[config.mk]
export PLATFORM = sky130hd
export DESIGN_NAME = base64_stream_encoder
export DESIGN_NICKNAME = d
export VERILOG_FILES = /design/src/b64se_pkg.sv /design/src/b64se_front.sv /design/src/b64se_queue.sv /design/src/b64se_back.sv /design/src/base64_stream_encoder.sv
export SDC_FILE = /design/constraint.sdc
export NUM_CORES = 1
export LEC_CHECK = 0
export BUFFER_PORTS_ARGS = -buffer_cell sky130_fd_sc_hd__buf_2
export CORE_AREA = 2 2 119 92
export DETAILED_ROUTE_END_ITERATION = 10
export DIE_AREA = 0 0 121 94
export HOLD_SLACK_MARGIN = 0.03
export PLACE_DENSITY = 0.71
export SLEW_MARGIN = 20
export SYNTH_ARGS = -nofsm -noshare
export SYNTH_HDL_FRONTEND = slang
export SYNTH_HIERARCHICAL = 1
export SYNTH_SLANG_ARGS = --single-unit
[constraint.sdc]
create_clock -name clock -period 5.9 [get_ports clock]
set_input_delay 0 -clock clock [delete_from_list [all_inputs] [get_ports clock]]
set_output_delay 0 -clock clock [all_outputs]
set_load 0.05 [all_outputs]
[src/b64se_pkg.sv]
package b64se_pkg;

   localparam logic [6:0] PAD_CHAR  = 7'h3D;
   localparam logic [1:0] LAST_SLOT = 2'd3;

   // one encoded group waiting for the character stage
   typedef struct packed {
      logic [23:0] group;
      logic [1:0]  pads;
      logic        last;
   } group_entry_type;

   typedef struct packed {
      logic not_full;
      logic not_empty;
   } queue_status_type;

   function automatic logic [6:0] sextet_to_char(input logic [5:0] v);
      logic [6:0] c;
      case (v) inside
         [6'd0:6'd25]:  c = 7'd65 + 7'(v);
         [6'd26:6'd51]: c = 7'd97 + 7'(v - 6'd26);
         [6'd52:6'd61]: c = 7'd48 + 7'(v - 6'd52);
         6'd62:         c = 7'h2B;
         default:       c = 7'h2F;
      endcase
      return c;
   endfunction

endpackage

[src/b64se_front.sv]
module b64se_front
   import b64se_pkg::*;
(
   input  logic             clock,
   input  logic             reset,
   input  logic             req_valid,
   output logic             req_ready,
   input  logic [7:0]       req_data_byte,
   input  logic             req_is_final,
   input  queue_status_type q_status,
   output logic             push,
   output group_entry_type  push_entry
);

   logic [15:0] held_ff, held_in;
   logic [1:0]  count_ff, count_in;
   logic [1:0]  cnt;
   logic        accept;

   assign req_ready = q_status.not_full;
   assign accept    = req_valid && req_ready;
   // a count of three never occurs; treat it as two pending bytes
   assign cnt       = (count_ff == 2'd3) ? 2'd2 : count_ff;

   always_comb begin
      held_in    = held_ff;
      count_in   = count_ff;
      push       = 1'b0;
      push_entry = '0;
      case (cnt)
         2'd0: begin
            push_entry.group = {req_data_byte, 16'h0000};
            push_entry.pads  = 2'd2;
         end
         2'd1: begin
            push_entry.group = {held_ff[15:8], req_data_byte, 8'h00};
            push_entry.pads  = 2'd1;
         end
         default: begin
            push_entry.group = {held_ff, req_data_byte};
            push_entry.pads  = 2'd0;
         end
      endcase
      push_entry.last = req_is_final;
      if (accept) begin
         if (!req_is_final && cnt != 2'd2) begin
            if (cnt == 2'd0) begin
               held_in = {req_data_byte, 8'h00};
            end else begin
               held_in = {held_ff[15:8], req_data_byte};
            end
            count_in = cnt + 2'd1;
         end else begin
            push     = 1'b1;
            held_in  = '0;
            count_in = '0;
         end
      end
   end

   always_ff @(posedge clock) begin
      if (reset) begin
         held_ff  <= '0;
         count_ff <= '0;
      end else begin
         held_ff  <= held_in;
         count_ff <= count_in;
      end
   end

endmodule

[src/b64se_queue.sv]
module b64se_queue
   import b64se_pkg::*;
#(
   parameter int DEPTH = 2
) (
   input  logic             clock,
   input  logic             reset,
   input  logic             push,
   input  group_entry_type  push_entry,
   input  logic             pop,
   output group_entry_type  head_entry,
   output queue_status_type q_status
);

   localparam int PTR_W = (DEPTH > 1) ? $clog2(DEPTH) : 1;
   localparam int CNT_W = $clog2(DEPTH + 1);
   localparam logic [PTR_W-1:0] LAST_PTR = PTR_W'(DEPTH - 1);
   localparam logic [CNT_W-1:0] FULL_CNT = CNT_W'(DEPTH);

   group_entry_type  slot_ff [DEPTH];
   logic [PTR_W-1:0] wr_ptr_ff, wr_ptr_in;
   logic [PTR_W-1:0] rd_ptr_ff, rd_ptr_in;
   logic [CNT_W-1:0] fill_ff, fill_in;
   logic             do_push, do_pop;

   assign q_status.not_full  = (fill_ff != FULL_CNT);
   assign q_status.not_empty = (fill_ff != '0);
   assign do_push            = push && q_status.not_full;
   assign do_pop             = pop && q_status.not_empty;
   assign head_entry         = slot_ff[rd_ptr_ff];

   always_comb begin
      wr_ptr_in = wr_ptr_ff;
      rd_ptr_in = rd_ptr_ff;
      fill_in   = fill_ff;
      if (do_push) begin
         wr_ptr_in = (wr_ptr_ff == LAST_PTR) ? '0 : wr_ptr_ff + PTR_W'(1);
      end
      if (do_pop) begin
         rd_ptr_in = (rd_ptr_ff == LAST_PTR) ? '0 : rd_ptr_ff + PTR_W'(1);
      end
      if (do_push && !do_pop) begin
         fill_in = fill_ff + CNT_W'(1);
      end else if (!do_push && do_pop) begin
         fill_in = fill_ff - CNT_W'(1);
      end
   end

   always_ff @(posedge clock) begin
      if (reset) begin
         wr_ptr_ff <= '0;
         rd_ptr_ff <= '0;
         fill_ff   <= '0;
      end else begin
         wr_ptr_ff <= wr_ptr_in;
         rd_ptr_ff <= rd_ptr_in;
         fill_ff   <= fill_in;
      end
   end

   always_ff @(posedge clock) begin
      if (do_push) begin
         slot_ff[wr_ptr_ff] <= push_entry;
      end
   end

endmodule

[src/b64se_back.sv]
module b64se_back
   import b64se_pkg::*;
(
   input  logic             clock,
   input  logic             reset,
   input  group_entry_type  head_entry,
   input  queue_status_type q_status,
   output logic             pop,
   output logic             rsp_valid,
   input  logic             rsp_ready,
   output logic [6:0]       rsp_out_char,
   output logic             rsp_last_char
);

   group_entry_type entry_ff, entry_in;
   logic [1:0]      slot_ff, slot_in;
   logic            busy_ff, busy_in;
   logic            valid_ff, valid_in;
   logic [6:0]      char_ff, char_in;
   logic            last_ff, last_in;

   group_entry_type cur;
   logic [1:0]      cur_slot;
   logic            have, load;
   logic [5:0]      sextet;
   logic            is_pad;

   assign load     = !valid_ff || rsp_ready;
   assign have     = busy_ff || q_status.not_empty;
   assign cur      = busy_ff ? entry_ff : head_entry;
   assign cur_slot = busy_ff ? slot_ff : 2'd0;
   assign pop      = !busy_ff && load && q_status.not_empty;

   always_comb begin
      case (cur_slot)
         2'd0:    sextet = cur.group[23:18];
         2'd1:    sextet = cur.group[17:12];
         2'd2:    sextet = cur.group[11:6];
         default: sextet = cur.group[5:0];
      endcase
      is_pad = ((cur_slot == LAST_SLOT) && (cur.pads != 2'd0)) ||
               ((cur_slot == 2'd2) && (cur.pads == 2'd2));
   end

   always_comb begin
      entry_in = entry_ff;
      slot_in  = slot_ff;
      busy_in  = busy_ff;
      valid_in = valid_ff;
      char_in  = char_ff;
      last_in  = last_ff;
      if (load) begin
         valid_in = have;
         if (have) begin
            char_in  = is_pad ? PAD_CHAR : sextet_to_char(sextet);
            last_in  = cur.last && (cur_slot == LAST_SLOT);
            entry_in = cur;
            slot_in  = cur_slot + 2'd1;
            busy_in  = (cur_slot != LAST_SLOT);
         end
      end
   end

   always_ff @(posedge clock) begin
      if (reset) begin
         busy_ff  <= 1'b0;
         valid_ff <= 1'b0;
         slot_ff  <= '0;
      end else begin
         busy_ff  <= busy_in;
         valid_ff <= valid_in;
         slot_ff  <= slot_in;
      end
   end

   always_ff @(posedge clock) begin
      entry_ff <= entry_in;
      char_ff  <= char_in;
      last_ff  <= last_in;
   end

   assign rsp_valid     = valid_ff;
   assign rsp_out_char  = char_ff;
   assign rsp_last_char = last_ff;

endmodule

[src/base64_stream_encoder.sv]
// streaming base64 encoder, standard alphabet with '=' padding. one message
// byte per req transaction, with req_is_final on the last byte of the message;
// one ascii character per rsp transaction, rsp_last_char set on the final
// character. the front stage gathers bytes into groups of three and takes a
// byte every cycle while the group queue has room; each full or final group
// becomes one queue entry. the back stage turns an entry into four characters,
// one per cycle while rsp_ready allows, through a single output register, so
// the sustained rate is set by the rsp channel. for a byte that completes a
// group, the group is written into the queue and then its first character into
// the output register, where rsp_valid rises with it.
// QUEUE_DEPTH sets how many groups can wait between the stages.
module base64_stream_encoder
   import b64se_pkg::*;
#(
   parameter int QUEUE_DEPTH = 2
) (
   input  logic       clock,
   input  logic       reset,
   // byte transactions
   input  logic       req_valid,
   output logic       req_ready,
   input  logic [7:0] req_data_byte,
   input  logic       req_is_final,
   // character transactions
   output logic       rsp_valid,
   input  logic       rsp_ready,
   output logic [6:0] rsp_out_char,
   output logic       rsp_last_char
);

   // front to queue
   logic             push;
   group_entry_type  push_entry;
   // queue to back
   logic             pop;
   group_entry_type  head_entry;
   queue_status_type q_status;

   // byte gathering and group classification
   b64se_front u_front (
      .clock         (clock),
      .reset         (reset),
      .req_valid     (req_valid),
      .req_ready     (req_ready),
      .req_data_byte (req_data_byte),
      .req_is_final  (req_is_final),
      .q_status      (q_status),
      .push          (push),
      .push_entry    (push_entry)
   );

   // decouples byte intake from character output
   b64se_queue #(
      .DEPTH (QUEUE_DEPTH)
   ) u_queue (
      .clock      (clock),
      .reset      (reset),
      .push       (push),
      .push_entry (push_entry),
      .pop        (pop),
      .head_entry (head_entry),
      .q_status   (q_status)
   );

   // character sequencer with registered output
   b64se_back u_back (
      .clock         (clock),
      .reset         (reset),
      .head_entry    (head_entry),
      .q_status      (q_status),
      .pop           (pop),
      .rsp_valid     (rsp_valid),
      .rsp_ready     (rsp_ready),
      .rsp_out_char  (rsp_out_char),
      .rsp_last_char (rsp_last_char)
   );

endmodule

**Word-level counts from Yosys, hierarchy flattened**

Memory sizes are Yosys's and may differ from the RTL's. A register that Yosys moved wholly into a read port is not among the register bits.
Index checks and enable logic that the tools add are counted.

- Flip-flop bits (word level): 61
- RAM bits: 54
- Input port bits: 13
- Output and inout port bits: 10
- Word-level logic and storage cells: 94
- Memories: 1

Memory list:

| memory | words | width | read ports | clocked after Yosys merged registers in | write ports | RTL line | source |
|---|---|---|---|---|---|---|---|
| u_queue.slot_ff | 2 | 27 | 1 | 1 | 1 | b64se_queue.sv:20 | `group_entry_type slot_ff [DEPTH];` |

- Add/sub/neg operators: 11
- Magnitude comparators: 6
- Eq/ne operators: 11
- Mux-type cells: 22
- Reduce and logical (&&, ||, !) cells: 29

Operator list:

| kind | count |
|---|---|
| 26-bit case mux with 2 select lines | 1 |
| 16-bit 2-to-1 mux | 2 |
| 27-bit 2-to-1 mux | 1 |
| 7-bit 2-to-1 mux | 3 |
| 6-bit case mux with 3 select lines | 1 |
| 1-bit logical AND | 14 |
| 6-bit less-or-equal comparator, second input constant | 2 |
| 2-bit 2-to-1 mux | 5 |
| 2-bit == test, second input constant | 4 |
| 1-bit 2-to-1 mux | 8 |
| 2-bit != test, second input constant | 4 |
| 6-bit by 7-bit adder with 7-bit output, first input constant | 1 |
| 7-bit by 6-bit adder with 7-bit output, first input constant | 1 |
| 7-bit adder, first input constant | 1 |
| 6-bit by 5-bit subtractor with 7-bit output, second input constant | 1 |
| 6-bit by 6-bit subtractor with 7-bit output, second input constant | 1 |
| 2-bit by 1-bit adder with 2-bit output, second input constant | 3 |
| 6-bit == test, second input constant | 1 |
| 6-bit by 1-bit greater-or-equal comparator with 1-bit output, second input constant | 1 |
| 6-bit by 5-bit greater-or-equal comparator with 1-bit output, second input constant | 1 |
| 6-bit greater-or-equal comparator, second input constant | 1 |
| 6-bit by 5-bit less-or-equal comparator with 1-bit output, second input constant | 1 |
| 2-bit nonzero test | 3 |
| 1-bit zero test | 5 |
| 7 further kinds | 13 |

**Longest topological paths before layout**

Gate-level depths: netlist (run 1).

- Depth after elaboration: 11
- Mapped depth: 18
- Gate-level depth less buffers: 15

**By module**

The synthesis (run 1) kept the hierarchy.

Modules (own cells, without submodules):

| module | times used | cells each | area an instance (µm²) | sequential area each (µm²) |
|---|---|---|---|---|
| b64se_back | 1 | 193 | 2373.5 | 1131.1 |
| b64se_queue | 1 | 108 | 2168.3 | 1721.7 |
| b64se_front | 1 | 116 | 974.7 | 360.3 |

**Worst setup path after synthesis (run 1)**

OpenSTA, ideal clock, no wires.

- Kind: reg2reg
- From: register (tool-made name)
- To: register u_back.char_ff[5], in the netlist u_back/rsp_out_char[5], data pin
- Setup time: 0.261 ns
- Arrival: 3.264 ns
- Required time: 5.639 ns
- Setup slack: 2.375 ns
- Stages on the path, launching flop included: 13
- Clock period less this slack: 3.525 ns
- Cell sequence: dfxtp_1 -> buf_2 -> buf_4 -> mux2_2 -> mux2_2 -> and2_1 -> o41ai_4 -> inv_1 -> ha_1 -> o21ai_0 -> o21a_1 -> o22ai_1 -> a311o_1

RTL lines:

| what | RTL line | source |
|---|---|---|
| to (signal assigned) | b64se_back.sv:78 | `char_ff <= char_in;` |
| to (decl) | b64se_back.sv:19 | `logic [6:0] char_ff, char_in;` |

==> impl_metrics.json, run 1 <==
{
  "outcome": "completed",
  "irDropWorstVdd_uv": 439,
  "floorplan.core_area_mm2": 0.0101,
  "total_leakage_power_nw": 2.34,
  "setup.worst_path.start_class": "flip-flop",
  "place_hpwl_mm": 7.10,
  "worst_ep_arrival_time_ns": 4.38,
  "sequential_share_of_the_synthesized_area": 0.582,
  "max_buffers_root_to_sink": 2,
  "number_of_global_route_vias_before_repair": 3468,
  "detailedRoute.firstIterationViolations": 411,
  "fin_crit_sh": 0.716,
  "grt.overflow.total": 0,
  "layout_setup_ws_ns": 1.67,
  "synthArstFlopShare": 0,
  "grt_start_max_net_pins": 38,
  "netSwitchingPower_w": 0.00120,
  "cts-buffers-inserted": 17,
  "clock_insertion_delay_worst_skew_ns": 0.41,
  "row_count": 32,
  "setup_tns_ns": 0,
  "postSynthNetCount": 444,
  "post_synth_inst_count": 417,
  "min_tclk_post_route_ns": 4.23,
  "actual_slew_at_the_worst_max_slew_pin_ns": 1.07,
  "postRouteAntennaNets": 0,
  "layout.core_utilization": 0.632,
  "wl_mm": 10.8,
  "power_share_of_the_clock_group": 0.282,
  "avgSynthCellArea_um2": 13.2,
  "worst_hold_path_type": "input port to flip-flop",
  "critPathMaxStageDelay_ns": 0.65,
  "timing.critical_path.to_type": "flip-flop",
  "worst_path_most_repeated_cell": "sky130_fd_sc_hd__mux2_2",
  "netlist_top_cells_area": "sky130_fd_sc_hd__edfxtp_1 48%, sky130_fd_sc_hd__mux2_2 11%, sky130_fd_sc_hd__dfxtp_1 9.8%, sky130_fd_sc_hd__ha_1 3.2%, sky130_fd_sc_hd__and2_1 1.8%",
  "gp_congestion": 0.884,
  "p_per_area_mw_per_mm2": 548,
  "maxCapViolations": 0,
  "netSwitchingFraction": 0.342,
  "worst_path_dominant_cell_family": "compound AO/OA/AOI/OAI gates",
  "worst_clock_skew_ns": 0.0172,
  "synthDistinctLibCells": 59,
  "final_max_slew_viol_count": 0,
  "final_hold_viol_count": 0,
  "post-synth-top-area-fraction": 0.484,
  "top_achievable_clock_speed_mhz": 237,
  "top_level_ports": 23,
  "antenna_found_initial": 0,
  "timing_worst_setup_path_type": "flip-flop to flip-flop",
  "drtPass1Iterations": 5,
  "dp_slack_ns": 1.72,
  "worst-path-buf-inv": 2,
  "holdBufCountCts": 11,
  "timing.final.setup_violations": 0,
  "cts_tree": "yes",
  "num-nets-final": 481,
  "drcViolationCount": 0,
  "clock_tree.htree_level_count": 4,
  "vias": 3469,
  "drt-wirelength-per-cell_um": 17.9,
  "ys_ff_latch": 116,
  "post_synth_instance_area_mm2": 0.00552,
  "buffer_type_at_the_clock_tree_root": "sky130_fd_sc_hd__clkbuf_16",
  "dominantRegCellSynth": "sky130_fd_sc_hd__edfxtp_1",
  "fp.dieH_um": 94,
  "combinationalPowerShare": 0.357,
  "critical-path-slowest-cell": "sky130_fd_sc_hd__dfxtp_1",
  "gates_resized_cts_repair": 0,
  "cp_cell_sequence": "buf_4 -> mux2_2 -> mux2_2 -> and2_1 -> o41ai_4 -> inv_1 -> ha_1 -> o21ai_0 -> o21a_1 -> o22ai_1 -> a311o_1",
  "start_util": 0.545,
  "cp_max_fo": 16,
  "slew-limit-headroom": 0.284,
  "clk_transition_reported_paths_ns": 0.05,
  "internal_w": 0.00231,
  "synthDominantAreaCellType": "sky130_fd_sc_hd__edfxtp_1",
  "via_per_inst": 5.75,
  "antenna-diode-count": 0,
  "postCtsSetupRepairBufs": 0,
  "p_seq_frac": 0.361,
  "layout-drive-gt1-share": 0.289,
  "grt_setup_unrepaired": "false",
  "cts.sinks": 116,
  "grtUsageTotal": 0.212,
  "die_width_um": 121,
  "syn_to_final_growth_pct": 16.0,
  "dieArea_mm2": 0.0114,
  "cp_data_required_time_ns": 6.06,
  "portBuffers": 22,
  "post_synth_edffs": 89,
  "grt_pass1_wl_mm": 18.0,
  "hold_path_startpoint": "req_valid",
  "yosysWarningCount": 6
}
registers in the layout, indices dropped and copies added, names as in the netlist, named ones only:
name                  flops
u_queue/wr_ptr_ff         1
u_back/entry_ff          27
u_back/rsp_out_char       7
u_back/slot_ff            2
u_back/rsp_last_char      1
u_front/held_ff          16
u_queue/slot_ff          54
u_back/rsp_valid          1
u_front/count_ff          2
u_back/busy_ff            1
u_queue/fill_ff           2
u_queue/rd_ptr_ff         1
power by group through the flow:
| stage | logic (W) | registers [W] | clock network, W |
|---|---|---|---|
| finish | 0.00125 | 0.00127 | 0.000989 |
| global route | 0.00138 | 0.00129 | 0.00104 |
| CTS | 0.00125 | 0.00127 | 0.00100 |
| detailed placement | 0.00123 | 0.00128 | 0 |
| global placement | 0.00122 | 0.00127 | 0 |
| floorplan | 0.000896 | 0.00136 | 0 |
routing by layer:
layer / wire length, um / vias up / part of all wire / GRT usage
met1: 5050 / 1681 / 0.47 / 0.287
met5: 0 / - / 0 / 0
li1: - / 1660 / - / -
met3: 598 / 8 / 0.055 / 0.0595
met4: 108 / 0 / 0.010 / 0.0746
met2: 5050 / 120 / 0.47 / 0.328
cell usage in the layout, fill, tap and decap left out, drive strengths merged, types with 11 or more instances in the layout:
cell          n
edfxtp       89
mux2         59
dfxtp        27
buf          25
clkbuf       24
nor2         22
nand2        20
a21oi        20
o21ai        19
and2         18
ha           14
inv          14
nand3        12
dlygate4sd3  11
nand2b       11
logic make-up after synthesis:
group | share of synthesized area
mux | 0.134
buf+inv | 0.0306
fa+ha+maj | 0.0318
simple gates | 0.111
xor+xnor | 0.00476
flops | 0.582
compound gates | 0.105
final cells by class:
cell class                      instances  area [um2]
Fill cell                             764        3730
Tap cell                              136         170
Clock buffer                           24         514
Sequential cell                       116        3210
Timing Repair Buffer                   36         243
Inverter                               13        48.8
Clock inverter                          8        70.1
Multi-Input combinational cell        270        2140
worst paths after layout:
kind	depth (start not counted)	slack, ns	to
setup / recovery	11	1.67	u_back/rsp_out_char[5]$_SDFFCE_PP1P_
hold / removal	4	0.20	u_front/held_ff[5]$_SDFFE_PP0P_
setup reg to reg	11	1.67	u_back/rsp_out_char[5]$_SDFFCE_PP1P_
hold reg to reg	2	0.45	u_front/held_ff[3]$_SDFFE_PP0P_
cell usage after synthesis (4+ instances only):
library cell and instances:
sky130_fd_sc_hd__nor3_1 5, sky130_fd_sc_hd__nand2b_1 11, sky130_fd_sc_hd__nand4_1 8, sky130_fd_sc_hd__ha_1 14, sky130_fd_sc_hd__a22o_1 8, sky130_fd_sc_hd__nand3_1 12
sky130_fd_sc_hd__dfxtp_1 27, sky130_fd_sc_hd__a21oi_1 19, sky130_fd_sc_hd__buf_2 5, sky130_fd_sc_hd__and2_1 16, sky130_fd_sc_hd__mux2_2 55, sky130_fd_sc_hd__nor2_1 19
sky130_fd_sc_hd__mux2_4 4, sky130_fd_sc_hd__buf_4 4, sky130_fd_sc_hd__mux2i_1 6, sky130_fd_sc_hd__inv_1 11, sky130_fd_sc_hd__edfxtp_1 89, sky130_fd_sc_hd__clkbuf_1 6
sky130_fd_sc_hd__nand2_1 20, sky130_fd_sc_hd__o21ai_0 17
stage by stage:
stage / std cells / instance area [um2] / power [W] / hold WS (ns)
6_report: 603 / 6400 / 0.00351 / 0.201
2_1_floorplan: 417 / 5520 / 0.00226 / 0.0691
5_1_grt: 603 / 6400 / 0.00371 / 0.227
3_3_place_gp: 560 / 5710 / 0.00249 / 0.286
3_5_place_dp: 560 / 5710 / 0.00252 / 0.290
4_1_cts: 603 / 6400 / 0.00353 / 0.169
worst register-to-register path: cells and delay by family, from the launching register on:
family / cells / cell delay (ns)
compound gates: 5 / 1.62
fa+ha+maj: 1 / 0.30
buf+inv: 2 / 0.59
flops: 1 / 0.65
mux: 2 / 0.63
simple gates: 1 / 0.18
Note: power is estimated with default switching activity, not from simulation.
==> run 2, diff against run 1 <==
==> constraint.sdc (replaced) <==
create_clock -name clock -period 4.09 [get_ports clock]
set_input_delay 0 -clock clock [delete_from_list [all_inputs] [get_ports clock]]
set_output_delay 0 -clock clock [all_outputs]
set_load 0.05 [all_outputs]
==> run 2 against run 1 <==
  * Largest power group unchanged
  * Sequential cell count did not move
  * Critical path type unchanged
  * Non-clock buffer count rose by 3
  * Clock-buffer cell count fell by 3
  * Clock power rose by 58%
  * Final cell count rose by 0.50%
  * Critical endpoint is now u_back/rsp_out_char[3]$_SDFFCE_PP1P_
==> impl_metrics.json, run 2 (same netlist as run 1, synthesis figures left out) <==
{
  "outcome": "completed",
  "gp_congestion": 0.905,
  "vias": 3498,
  "worst-path-buf-inv": 1,
  "num-nets-final": 484,
  "detailedRoute.firstIterationViolations": 225,
  "grt_start_max_net_pins": 38,
  "p_per_area_mw_per_mm2": 808,
  "buffer_type_at_the_clock_tree_root": "sky130_fd_sc_hd__clkbuf_16",
  "max_buffers_root_to_sink": 2,
  "regs_by_ff_count": "u_queue/slot_ff (54), u_back/entry_ff (27), u_front/held_ff (16)",
  "gates_resized_cts_repair": 0,
  "top_level_ports": 23,
  "via_per_inst": 5.77,
  "reg2regPathDepth": 11,
  "hold_path_startpoint": "reset",
  "timing.final.setup_violations": 0,
  "worst_ep_arrival_time_ns": 3.92,
  "clock_tree.htree_level_count": 4,
  "rr_startpoint": "u_back/busy_ff$_SDFFE_PP0P_",
  "dieArea_mm2": 0.0114,
  "dp_cells": 564,
  "final_power_w": 0.00522,
  "place_hpwl_mm": 7.47,
  "filler_cell_count": 753,
  "die_width_um": 121,
  "drtPass1Iterations": 5,
  "drt-wirelength-per-cell_um": 18.3,
  "cp_data_required_time_ns": 4.24,
  "number_of_global_route_vias_before_repair": 3510,
  "critical-path-slowest-cell": "sky130_fd_sc_hd__dfxtp_1",
  "actual_slew_at_the_worst_max_slew_pin_ns": 1.04,
  "clk_transition_reported_paths_ns": 0.05,
  "setup.worst_path.start_class": "flip-flop",
  "worst_clock_skew_ns": 0.00949,
  "top_achievable_clock_speed_mhz": 265,
  "grt.overflow.total": 0,
  "min_path_cells": 2,
  "fin_cells": 606,
  "row_count": 32,
  "fin_crit_sh": 0.923,
  "grt_pass1_wl_mm": 18.0,
  "final_hold_viol_count": 0,
  "largest_reg_flops": 54,
  "total_leakage_power_nw": 2.36,
  "clock_insertion_delay_worst_skew_ns": 0.40,
  "fp.dieH_um": 94,
  "min_to": "u_back/slot_ff[0]$_SDFFE_PP0P_",
  "cts_tree": "yes",
  "cts.sinks": 116,
  "postCtsSetupRepairBufs": 0,
  "start_util": 0.545,
  "wl_mm": 11.1,
  "endpoint_of_the_most_critical_register_to_register_path": "u_back/rsp_out_char[3]$_SDFFCE_PP1P_",
  "holdWs_ns": 0.0448,
  "antenna-diode-count": 0,
  "floorplan.core_area_mm2": 0.0101,
  "worst_path_dominant_cell_family": "compound AO/OA/AOI/OAI gates",
  "drcViolationCount": 0,
  "r2r_setup_slack_ns": 0.31,
  "grt_setup_unrepaired": "false",
  "cp_cell_sequence": "buf_4 -> mux2_2 -> a222oi_1 -> mux2i_1 -> ha_1 -> a21oi_1 -> nand2_1 -> nor3_1 -> and2_1 -> a211oi_1 -> a211o_1",
  "layout.cells.most_common": "sky130_fd_sc_hd__edfxtp_1",
  "grtUsageTotal": 0.211,
  "min_tclk_post_route_ns": 3.78,
  "final_max_slew_viol_count": 0,
  "worst_hold_path_type": "input port to flip-flop",
  "layout-drive-gt1-share": 0.291,
  "cp_max_fo": 26,
  "irDropWorstVdd_uv": 475,
  "antenna_found_initial": 0,
  "layout.cells.most_common_list": "89 x sky130_fd_sc_hd__edfxtp_1, 55 x sky130_fd_sc_hd__mux2_2, 27 x sky130_fd_sc_hd__dfxtp_1, 22 x sky130_fd_sc_hd__buf_2, 20 x sky130_fd_sc_hd__nand2_1",
  "portBuffers": 22,
  "timing.critical_path.to_type": "flip-flop",
  "setup_tns_ns": 0,
  "timing_worst_setup_path_type": "flip-flop to flip-flop",
  "cts-buffers-inserted": 17,
  "syn_to_final_growth_pct": 17.1,
  "registers.top_by_ff_count": "u_queue/slot_ff",
  "critPathMaxStageDelay_ns": 0.46,
  "postRouteAntennaNets": 0,
  "slew-limit-headroom": 0.299,
  "maxCapViolations": 0
}
==> run 2: changes by cell type in the layout (fill, tap and decap cells not counted), sizes merged <==
cell,change
buf,+4
bufinv,+4
clkbuf,-3
clkinvlp,+1
dlygate4sd3,-1
inv,-2
==> run 2: final cells by class <==
cell class	instances	area (um2)	area share
sequential	116	3210	0.497
multi-input combinational	270	2140	0.332
clock buffer	21	440	0.0682
timing repair buffer	39	263	0.0407
clock inverter	11	183	0.0283
tap	136	170	0.0263
inverter	13	48.8	0.00755
==> run 2: repair_timing <==
item                                    CTS  global route
hold buffers                             10             0
endpoints found under the setup margin    0             0
hold endpoints to repair                 64             0
==> run 2: power by group <==
group	switching (W)	internal (W)	total (W)
clock network	0.000489	0.00107	0.00156
logic	0.00114	0.000693	0.00183
registers	0.000108	0.00172	0.00183
total	0.00173	0.00349	0.00522
==> run 2: per-stage QoR <==
step / setup slack (ns) / instance area, um2 / util
floorplan: 0.565 / 5520 / -
global placement: 0.395 / 5740 / 0.566
detailed placement: 0.381 / 5740 / 0.566
CTS: 0.354 / 6460 / 0.638
global route: 0.0194 / 6460 / 0.638
finish: 0.314 / 6460 / 0.638
==> run 2: worst max path at each step <==
stage,start,to,slack [ns],cells past startpoint
after floorplan,flip-flop,u_back/rsp_out_char[5]$_SDFFCE_PP1P_,0.56,12
after global placement,u_back/busy_ff$_SDFFE_PP0P_,u_back/rsp_out_char[3]$_SDFFCE_PP1P_,0.40,11
after detailed placement,flip-flop,u_back/rsp_out_char[2]$_SDFFCE_PP1P_,0.38,13
after CTS,flip-flop,u_back/rsp_out_char[5]$_SDFFCE_PP1P_,0.35,13
after global routing,u_back/busy_ff$_SDFFE_PP0P_,u_back/rsp_out_char[2]$_SDFFCE_PP1P_,0.02,13
final,u_back/busy_ff$_SDFFE_PP0P_,u_back/rsp_out_char[3]$_SDFFCE_PP1P_,0.31,11
==> run 2: routing by layer <==
metal	up-vias	part of all wire	global-route usage
met3	4	0.056	0.0589
met1	1723	0.44	0.275
li1	1658	-	-
met4	0	0.0032	0.0581
met5	-	0	0
met2	113	0.50	0.347
==> run 3, diff against run 2 <==
--- a/config.mk
+++ b/config.mk
@@ -6,11 +6,10 @@
 export NUM_CORES = 1
 export LEC_CHECK = 0
 export BUFFER_PORTS_ARGS = -buffer_cell sky130_fd_sc_hd__buf_2
-export CORE_AREA = 2 2 119 92
+export CORE_AREA = 2 2 139 107
 export DETAILED_ROUTE_END_ITERATION = 10
-export DIE_AREA = 0 0 121 94
+export DIE_AREA = 0 0 141 109
 export HOLD_SLACK_MARGIN = 0.03
-export PLACE_DENSITY = 0.71
 export SLEW_MARGIN = 20
 export SYNTH_ARGS = -nofsm -noshare
 export SYNTH_HDL_FRONTEND = slang
==> run 3 against run 2 <==
  * Sequential power about the same
  * Final cell count rose by 7.8%
  * Critical path depth stayed put
  * Sequential cell count stayed put
  * Die area up 35%
  * First-iteration DRC count up 23%
  * Combinational power up 4%
  * Clock-buffer cell count stayed put
  * Sequential share of layout area shrank 0.52 points
==> impl_metrics.json, run 3 (same netlist as run 1, synthesis figures left out) <==
{
  "antenna-diode-count": 0,
  "r2r_setup_slack_ns": 0.31,
  "fin_crit_sh": 0.923,
  "critPathMaxStageDelay_ns": 0.56,
  "start_util": 0.391,
  "die_width_um": 141,
  "grt_setup_unrepaired": "false",
  "worst_path_dominant_cell_family": "compound AO/OA/AOI/OAI gates",
  "hold_path_startpoint": "req_valid",
  "cts-buffers-inserted": 17,
  "registers.top_by_ff_count": "u_queue/slot_ff",
  "drtPass1Iterations": 5,
  "min_tclk_post_route_ns": 3.78,
  "layout.cells.most_common": "sky130_fd_sc_hd__edfxtp_1",
  "max_buffers_root_to_sink": 2,
  "min_path_cells": 4,
  "netSwitchingFraction": 0.348,
  "dieArea_mm2": 0.0154,
  "layout-drive-gt1-share": 0.307,
  "cp_data_required_time_ns": 4.25,
  "clk_transition_reported_paths_ns": 0.05,
  "grt_pass1_wl_mm": 18.4,
  "timing.critical_path.to_type": "flip-flop",
  "postRouteAntennaNets": 0,
  "setup_tns_ns": 0,
  "worst_ep_arrival_time_ns": 3.94,
  "floorplan.core_area_mm2": 0.0141,
  "number_of_global_route_vias_before_repair": 3473,
  "critical-path-slowest-cell": "sky130_fd_sc_hd__o41ai_4",
  "drcViolationCount": 0,
  "largest_reg_flops": 54,
  "cp_cell_sequence": "mux2_2 -> mux2_2 -> and2_1 -> o41ai_4 -> inv_1 -> ha_1 -> o21ai_0 -> o21ai_2 -> o21ai_0 -> a311oi_1 -> a211o_1",
  "irDropWorstVdd_uv": 406,
  "final_power_w": 0.00518,
  "p_seq_frac": 0.350,
  "regs_by_ff_count": "u_queue/slot_ff (54), u_back/entry_ff (27), u_front/held_ff (16)",
  "buffer_type_at_the_clock_tree_root": "sky130_fd_sc_hd__clkbuf_16",
  "netSwitchingPower_w": 0.00180,
  "combinationalPowerShare": 0.367,
  "setup.worst_path.start_class": "flip-flop",
  "fp.dieH_um": 109,
  "cts_tree": "yes",
  "via_per_inst": 5.35,
  "endpoint_of_the_most_critical_register_to_register_path": "u_back/rsp_out_char[3]$_SDFFCE_PP1P_",
  "outcome": "completed",
  "total_leakage_power_nw": 2.37,
  "final_hold_viol_count": 0,
  "power_share_of_the_clock_group": 0.282,
  "top_achievable_clock_speed_mhz": 265,
  "clock_insertion_delay_worst_skew_ns": 0.41,
  "cts.sinks": 116,
  "slew-limit-headroom": 0.427,
  "reg2regPathDepth": 11,
  "drt-wirelength-per-cell_um": 17.4,
  "antenna_found_initial": 0,
  "worst_hold_path_type": "input port to flip-flop",
  "min_to": "u_front/held_ff[1]$_SDFFE_PP0P_",
  "maxCapViolations": 0,
  "vias": 3494,
  "detailedRoute.firstIterationViolations": 277,
  "layout.core_utilization": 0.463,
  "num-nets-final": 487,
  "timing.final.setup_violations": 0,
  "timing_worst_setup_path_type": "flip-flop to flip-flop",
  "syn_to_final_growth_pct": 18.4,
  "internal_w": 0.00338,
  "cp_max_fo": 10,
  "p_per_area_mw_per_mm2": 793,
  "layout.cells.most_common_list": "89 x sky130_fd_sc_hd__edfxtp_1, 55 x sky130_fd_sc_hd__mux2_2, 26 x sky130_fd_sc_hd__dfxtp_1, 22 x sky130_fd_sc_hd__buf_2, 20 x sky130_fd_sc_hd__nand2_1",
  "grtUsageTotal": 0.160,
  "gp_congestion": 0.867,
  "top_level_ports": 23,
  "place_hpwl_mm": 7.70,
  "final_max_slew_viol_count": 0,
  "portBuffers": 22,
  "grt_start_max_net_pins": 38,
  "actual_slew_at_the_worst_max_slew_pin_ns": 0.859,
  "worst-path-buf-inv": 1,
  "worst_clock_skew_ns": 0.00596,
  "clock_tree.htree_level_count": 4,
  "row_count": 38,
  "wl_mm": 11.4,
  "grt.overflow.total": 0
}
-- run 3: power groups by stage --
stage	Sequential, W	Clock (W)	Combinational, W
after floorplan	0.00197	0	0.00129
after global placement	0.00183	0	0.00183
after detailed placement	0.00184	0	0.00184
after CTS	0.00182	0.00149	0.00186
after global routing	0.00184	0.00155	0.00207
final	0.00181	0.00146	0.00190
-- run 3: through the flow --
stage	area (um2)	hold slack (ns)	setup WS, ns	std cells
after floorplan	5520	0.0691	0.565	417
final	6530	0.218	0.315	653
after global routing	6530	0.239	0.00283	653
after CTS	6510	0.205	0.221	652
after global placement	5800	0.288	0.304	609
after detailed placement	5800	0.300	0.256	609
-- run 3: final cells by class --
type / instances / area [um2]
Fill cell: 1261 / 7590
Sequential cell: 116 / 3210
Multi-Input combinational cell: 270 / 2140
Clock buffer: 21 / 503
Timing Repair Buffer: 42 / 300
Tap cell: 180 / 225
Clock inverter: 11 / 97.6
Inverter: 13 / 48.8
-- run 3: worst max-delay path by stage --
stage	end	slack (ns)	cells past startpoint
2_1_floorplan	u_back/rsp_out_char[5]$_SDFFCE_PP1P_	0.56	12
3_3_place_gp	u_back/rsp_out_char[5]$_SDFFCE_PP1P_	0.30	10
3_5_place_dp	u_back/rsp_out_char[5]$_SDFFCE_PP1P_	0.26	11
4_1_cts	u_back/rsp_out_char[5]$_SDFFCE_PP1P_	0.22	11
5_1_grt	u_back/rsp_out_char[4]$_SDFFCE_PP1P_	0.003	12
6_report	u_back/rsp_out_char[3]$_SDFFCE_PP1P_	0.31	11
-- run 3: metal layers --
| layer | track usage | vias up | part of all wire |
|---|---|---|---|
| met4 | 0.0650 | 0 | 0.018 |
| met5 | 0 | - | 0 |
| met2 | 0.255 | 85 | 0.47 |
| met1 | 0.208 | 1737 | 0.47 |
| li1 | - | 1656 | - |
| met3 | 0.0452 | 16 | 0.048 |
-- run 3: timing repair --
| item | 4_1_cts | 5_1_grt |
|---|---|---|
| buffers inserted | 0 | 0 |
| setup endpoints to repair | 0 | 1 |
| gates resized for setup | 0 | 1 |
| endpoints found under the hold margin | 73 | 0 |
| hold buffers | 11 | 0 |
-- run 3: worst register-to-register path: stages (launching register included) --
cell	delay (ns)
sky130_fd_sc_hd__dfxtp_2	0.45
sky130_fd_sc_hd__mux2_2	0.38
sky130_fd_sc_hd__mux2_2	0.28
sky130_fd_sc_hd__and2_1	0.19
sky130_fd_sc_hd__o41ai_4	0.56
sky130_fd_sc_hd__inv_1	0.27
sky130_fd_sc_hd__ha_1	0.32
sky130_fd_sc_hd__o21ai_0	0.31
sky130_fd_sc_hd__o21ai_2	0.17
sky130_fd_sc_hd__o21ai_0	0.22
sky130_fd_sc_hd__a311oi_1	0.09
sky130_fd_sc_hd__a211o_1	0.29
